==> src/rtl/core/ssbf_pkg.sv <==
// ----------------------------------------------------------------------------
// ssbf_pkg
// types and constants shared by the salted sha-1 bloom filter
// ----------------------------------------------------------------------------
package ssbf_pkg;

    localparam int CFG_IDX_W = 3;
    localparam int CFG_DATA_W = 64;

    typedef enum logic [CFG_IDX_W-1:0] {
        REG_BIT_COUNT  = 3'd0,
        REG_HASH_COUNT = 3'd1,
        REG_SALT_0     = 3'd2,
        REG_SALT_1     = 3'd3,
        REG_SALT_2     = 3'd4,
        REG_SALT_3     = 3'd5,
        REG_SALT_4     = 3'd6,
        REG_SALT_5     = 3'd7
    } cfg_idx_t;

    typedef enum logic [1:0] {
        ST_ADDED   = 2'd0,
        ST_PRESENT = 2'd1,
        ST_ABSENT  = 2'd2,
        ST_TOO_LONG = 2'd3
    } status_t;

    typedef enum logic [0:0] {
        OP_ADD   = 1'b0,
        OP_CHECK = 1'b1
    } op_t;

    localparam logic [31:0] H0 = 32'h67452301;
    localparam logic [31:0] H1 = 32'hEFCDAB89;
    localparam logic [31:0] H2 = 32'h98BADCFE;
    localparam logic [31:0] H3 = 32'h10325476;
    localparam logic [31:0] H4 = 32'hC3D2E1F0;

    typedef enum logic [3:0] {
        S_CLEAR,
        S_IDLE,
        S_LOAD,
        S_ROUND,
        S_ADD,
        S_MOD,
        S_RD,
        S_RMW,
        S_DONE
    } state_t;

    function automatic logic [31:0] rotl(input logic [31:0] x, input int n);
        rotl = (x << n) | (x >> (32 - n));
    endfunction

    function automatic logic [31:0] bswap(input logic [31:0] w);
        bswap = {w[7:0], w[15:8], w[23:16], w[31:24]};
    endfunction

endpackage

==> src/rtl/core/ssbf_sha1_round.sv <==
// ----------------------------------------------------------------------------
// ssbf_sha1_round
// one sha-1 round on the working variables
// ----------------------------------------------------------------------------
module ssbf_sha1_round (
    input  logic [6:0]  t,
    input  logic [31:0] a,
    input  logic [31:0] b,
    input  logic [31:0] c,
    input  logic [31:0] d,
    input  logic [31:0] e,
    input  logic [31:0] w,
    output logic [31:0] a_out,
    output logic [31:0] c_out
);
    import ssbf_pkg::*;

    logic [31:0] f;
    logic [31:0] k;

    always_comb
    begin
        if (t < 7'd20)
        begin
            f = (b & c) | (~b & d);
            k = 32'h5A827999;
        end
        else if (t < 7'd40)
        begin
            f = b ^ c ^ d;
            k = 32'h6ED9EBA1;
        end
        else if (t < 7'd60)
        begin
            f = (b & c) | (b & d) | (c & d);
            k = 32'h8F1BBCDC;
        end
        else
        begin
            f = b ^ c ^ d;
            k = 32'hCA62C1D6;
        end
        a_out = rotl(a, 5) + f + e + k + w;
        c_out = rotl(b, 30);
    end

endmodule

==> config.mk <==
export PLATFORM = sky130hd
export DESIGN_NAME = ssbf_sha1_round
export DESIGN_NICKNAME = d
export VERILOG_FILES = /design/src/rtl/core/ssbf_pkg.sv /design/src/rtl/core/ssbf_sha1_round.sv
export SDC_FILE = /design/constraint.sdc
export NUM_CORES = 1
export LEC_CHECK = 0
export BUFFER_PORTS_ARGS = -buffer_cell sky130_fd_sc_hd__buf_2
export CAP_MARGIN = 20
export CORE_ASPECT_RATIO = 2
export CORE_UTILIZATION = 45
export DETAILED_ROUTE_END_ITERATION = 16
export GPL_TIMING_DRIVEN = 0
export PLACE_DENSITY = 0.77
export SYNTH_ARGS = -nofsm -noshare
export SYNTH_HDL_FRONTEND = slang
export SYNTH_SLANG_ARGS = --single-unit
==> constraint.sdc <==
create_clock -name vclk -period 17.8
set_clock_uncertainty 0.1 [all_clocks]
set_input_delay 1.78 -clock vclk [all_inputs]
set_output_delay 1.78 -clock vclk [all_outputs]
set_load 0.01 [all_outputs]
After elaboration in Yosys (flattened, before gate mapping)

Cells that the tools add are included.

Word-level logic and storage cells: 25
Bits of input ports: 199
Register bits after elaboration: 0

Magnitude comparators: 3
Multiplexer cells: 6
Bitwise logic cells: 12
Add/subtract/negate cells: 4

Operator list:

| cell               | count |
|---|---|
| $mux 32            | 5 |
| $add 32x32->32     | 4 |
| $and 32x32->32     | 4 |
| $or 32x32->32      | 3 |
| $xor 32x32->32     | 2 |
| $not 32->32        | 1 |
| $or 32x30->32      | 1 |
| $or 32x5->32       | 1 |
| $mux 31            | 1 |
| $lt 7x6->1 const B | 2 |
| $lt 7x5->1 const B | 1 |

Longest topological paths before layout

Word-level depth: 10
Gate-level depth with buffers: 21
Gate-level depth less buffers: 21

Worst setup path before layout

No wires, ideal clock.

Path kind: in2out
From: input port t[3]
To: output port a_out[27]
Stages: 20
Slack: 9.076 ns
Arrival: 6.844 ns
Path through: a41oi_1 -> nand2_1 -> nand2_2 -> clkinv_1 -> a221oi_1 -> fa_1 -> fa_1 -> fa_1 -> inv_1 -> ha_1 -> inv_1 -> fa_1 -> nand2b_1 -> a21o_1 -> a211o_1 -> nand4b_1 -> and3_1 -> nor2_1 -> o21a_1 -> o311ai_0

Longest elaborated chain between the ends: 8
Elaborated cells on any way between the ends: 13

RTL lines:

| item                           | line                  | text |
|---|---|---|
| start: declaration             | ssbf_sha1_round.sv:6  | `input logic [6:0] t,` |
| $lt 7x6->1                     | ssbf_sha1_round.sv:33 | `else if (t < 7'd60)` |
| $mux 32                        | ssbf_sha1_round.sv:33 |  |
| $mux 32                        | ssbf_sha1_round.sv:28 | `else if (t < 7'd40)` |
| $mux 32                        | ssbf_sha1_round.sv:23 | `if (t < 7'd20)` |
| $add 32x32->32 (2 in series)   | ssbf_sha1_round.sv:43 | `a_out = rotl(a, 5) + f + e + k + w;` |
| $add 32x32->32 * (2 in series) | ssbf_sha1_round.sv:43 |  |
| end: declaration               | ssbf_sha1_round.sv:13 | `output logic [31:0] a_out,` |

Mark *: on every way between the ends. The rest lies on a longest branch, timed or not.

Final worst setup path

From: input port t[3]
To: output port a_out[28]

Same word-level chain as after synthesis.

==> results summary <==
The leading cell type by number of instances after synthesis is sky130_fd_sc_hd__inv_1. The die width came out at 82.8 µm. The remaining antenna violation count after routing came out at 0. The post-synthesis net count came out at 1,034.

The number of gates resized after cts came out at 0. The fraction of layout cells with a size suffix above 1 came out at 33.5%. The largest individual stage delay along the critical path comes from the cell sky130_fd_sc_hd__a41oi_1. Counting the clock-network buffers in the layout gives 0. The reported leakage power came out at 4.21 nW.

The aggregate global routing overflow came out at 0. The minimum clock period after layout came out at 10.38 ns. Data arrives at the worst endpoint at 8.50 ns. The synthesized design devotes to its leading area cell type 40.9% of total area. The effective utilization at floorplan came out at 46.5%. The count of pins over their slew limit is 0.

Across the VDD grid, the largest voltage drop is 0.118 mV. Sorting the synthesized cells by area gives the leading types as sky130_fd_sc_hd__fa_1 (41%), sky130_fd_sc_hd__inv_1 (13%), sky130_fd_sc_hd__ha_1 (7.9%), sky130_fd_sc_hd__mux2i_1 (5.3%), sky130_fd_sc_hd__buf_4 (4.1%). Setup repair after global routing left no endpoint under its margin. The total negative slack for setup checks came out at 0 ns. The area of the mapped netlist came out at 0.00587 mm². The congestion estimate from routability-driven global placement came to 0.856.

The measured slew at the worst slew-check pin came out at 1.02 ns. The average wire per cell in the routed design came out at 15.4 µm. After detailed routing, the number of remaining DRC violations is 0. The commonest cells after synthesis are sky130_fd_sc_hd__inv_1 (206), sky130_fd_sc_hd__fa_1 (120), sky130_fd_sc_hd__ha_1 (37). The first global-routing pass estimated 26,000 µm of wire. The initial antenna violation count was 2. The area taken by flip-flops and latches is 0 µm². The floorplan step set the die height to 164 µm. Max-cap violations in this run came to 0. Entering global routing, the biggest net connects 13 pins. The flow ran to the end, and the final reports show no timing, DRC or antenna violations. The post-detailed-route via-to-cell ratio came out at 5.11. After legalization and detailed placement, the total HPWL measured 15,100 µm.

The distinct cell type count after synthesis came out at 52. The non-filler instance count after layout came out at 1,091. The total number of sequential cells came out at 0. Cells fill 58.4% of the core in the end. Counting both buffers and inverters, the worst setup path holds a total of 7.

The post-synthesis area per instance is 8.66 µm². The required time at the endpoint of the critical path came out at 15.92 ns. Synthesis produced 678 cells. The worst max-slew margin expressed relative to the limit is 32.1%. The biggest area contributor in the post-synthesis netlist is sky130_fd_sc_hd__fa_1. In this design, the largest share of critical-path delay is due to compound AO/OA/AOI/OAI gates. The die area is 0.0135 mm². The number of detailed-route iterations in the first pass is 4. The type of the setup path with the least slack is input pin to output port. The tightest hold margin came out at 3.77 ns.

The total design power is 0.00118 W. The total count of hold-check failures in the final report is 0. The final cycle utilization of the critical path is 58.3%. STA classifies the critical path endpoint as an output port.

The violation count after the first detailed-routing iteration is 164. The setup-violating endpoint count in the final report is 0. The cts-stage hold buffer count came out at 0. The post-CTS setup repair buffer count came out at 0. The power density over the cells came out at 159 mW/mm².

STA classifies the critical path startpoint as an input pin. In this design, the stage delay of the slowest critical-path cell is 0.75 ns. The number of cell rows came out at 58. The biggest fanout along the worst timing path is 10.

The count of buffers added on input and output ports is 261. From synthesis to final layout, the design area changed by 25.5%. The maximum achievable frequency is 96.3 MHz.

The region available for standard cell placement spans 0.0126 mm². The final-stage net count came out at 1,297. The I/O pin count is 263. The number of synthesis warnings is 0. The via count of the first global-routing pass is 5,743. The number of placed instances, taps included, is 1,089. The min-delay analysis places its worst path in the category input pin to output port.

The share of the Yosys chip area taken by registers is 0%. Traced cell by cell, the critical path runs through buf_2, a41oi_1, nand2_1, nand2_2, clkinv_1, clkbuf_1, a221oi_1, fa_1, inv_1, fa_1, inv_1, fa_1, inv_1, ha_1, nand4_1, nor2_1, a211oi_2, o31ai_4, a311oi_4, o31ai_2, o41ai_2, xnor2_1, buf_2. The global router's overall resource usage is 25.3%. The total wire length came out at 16,800 µm. The via count came out at 5,570.
==> cell type report <==
cell class                      count  area (µm²)
Antenna cell                        2        5.00
Buffer                             40         270
Fill cell                        1185        5260
Inverter                          208         781
Multi-Input combinational cell    430        4820
Tap cell                          150         188
Timing Repair Buffer              261        1310
==> tightest hold or removal path, delay by kind of cell <==
family                 cells  cell delay [ns]
buffers and inverters      3             0.32
==> cell usage in the layout (no fill, tap or decap), types with 3 or more instances in the layout <==
cell                       instances
sky130_fd_sc_hd__nand3_1           4
sky130_fd_sc_hd__a31oi_1           3
sky130_fd_sc_hd__o221ai_1          3
sky130_fd_sc_hd__a21o_1           14
sky130_fd_sc_hd__fa_1            120
sky130_fd_sc_hd__nor2_1           35
sky130_fd_sc_hd__clkbuf_1          6
sky130_fd_sc_hd__o21bai_1          5
sky130_fd_sc_hd__nor2b_1           4
sky130_fd_sc_hd__o221a_2          11
sky130_fd_sc_hd__and3_1            5
sky130_fd_sc_hd__buf_2           261
sky130_fd_sc_hd__nor3_1            3
sky130_fd_sc_hd__xnor2_1          24
sky130_fd_sc_hd__inv_1           206
sky130_fd_sc_hd__buf_4            32
sky130_fd_sc_hd__o211ai_1          4
sky130_fd_sc_hd__o21a_1            3
sky130_fd_sc_hd__a21oi_1          22
sky130_fd_sc_hd__a211oi_1          4
sky130_fd_sc_hd__ha_1             37
sky130_fd_sc_hd__o21ai_0           9
sky130_fd_sc_hd__xor2_1            9
sky130_fd_sc_hd__nand2b_1          5
sky130_fd_sc_hd__mux2i_1          31
sky130_fd_sc_hd__a221oi_1         16
sky130_fd_sc_hd__nand2_1          29
==> metal layers <==
| layer | up-vias | track usage, % | share of wire [%] |
|---|---|---|---|
| met3 | 40 | 2.68 | 5.3 |
| met1 | 2685 | 26.9 | 35 |
| met2 | 220 | 49.4 | 56 |
| met4 | 0 | 7.37 | 4.0 |
| li1 | 2625 | - | - |
| met5 | - | 0 | 0 |
==> logic make-up after synthesis <==
kind of cell    share of synthesized area (%)
mux                                      5.28
simple gates                             7.22
buf+inv                                  17.9
fa+ha+maj                                48.8
compound gates                           15.9
xor+xnor                                 4.92
==> metrics by stage <==
stage | setup WS [ns] | area, µm²
global route | 7.01 | 7370
CTS | 7.31 | 7370
detailed placement | 7.34 | 7370
floorplan | 9.08 | 5870
finish | 7.42 | 7370
global placement | 7.36 | 7370
==> power by group <==
part	switching (W)	leakage, nW	internal [W]	total (W)
sequential	0	0	0	0
clock	0	0.0000127	0.0000000000150	0.0000000000150
combinational	0.000670	4.21	0.000505	0.00118
==> path summary, 6_finish.rpt <==
kind  startpoint  slack (ns)         to  cells past startpoint
max         t[3]        7.42  a_out[28]                     23
min         b[7]        3.77   c_out[5]                      3
(Power assumes the default switching activity.)
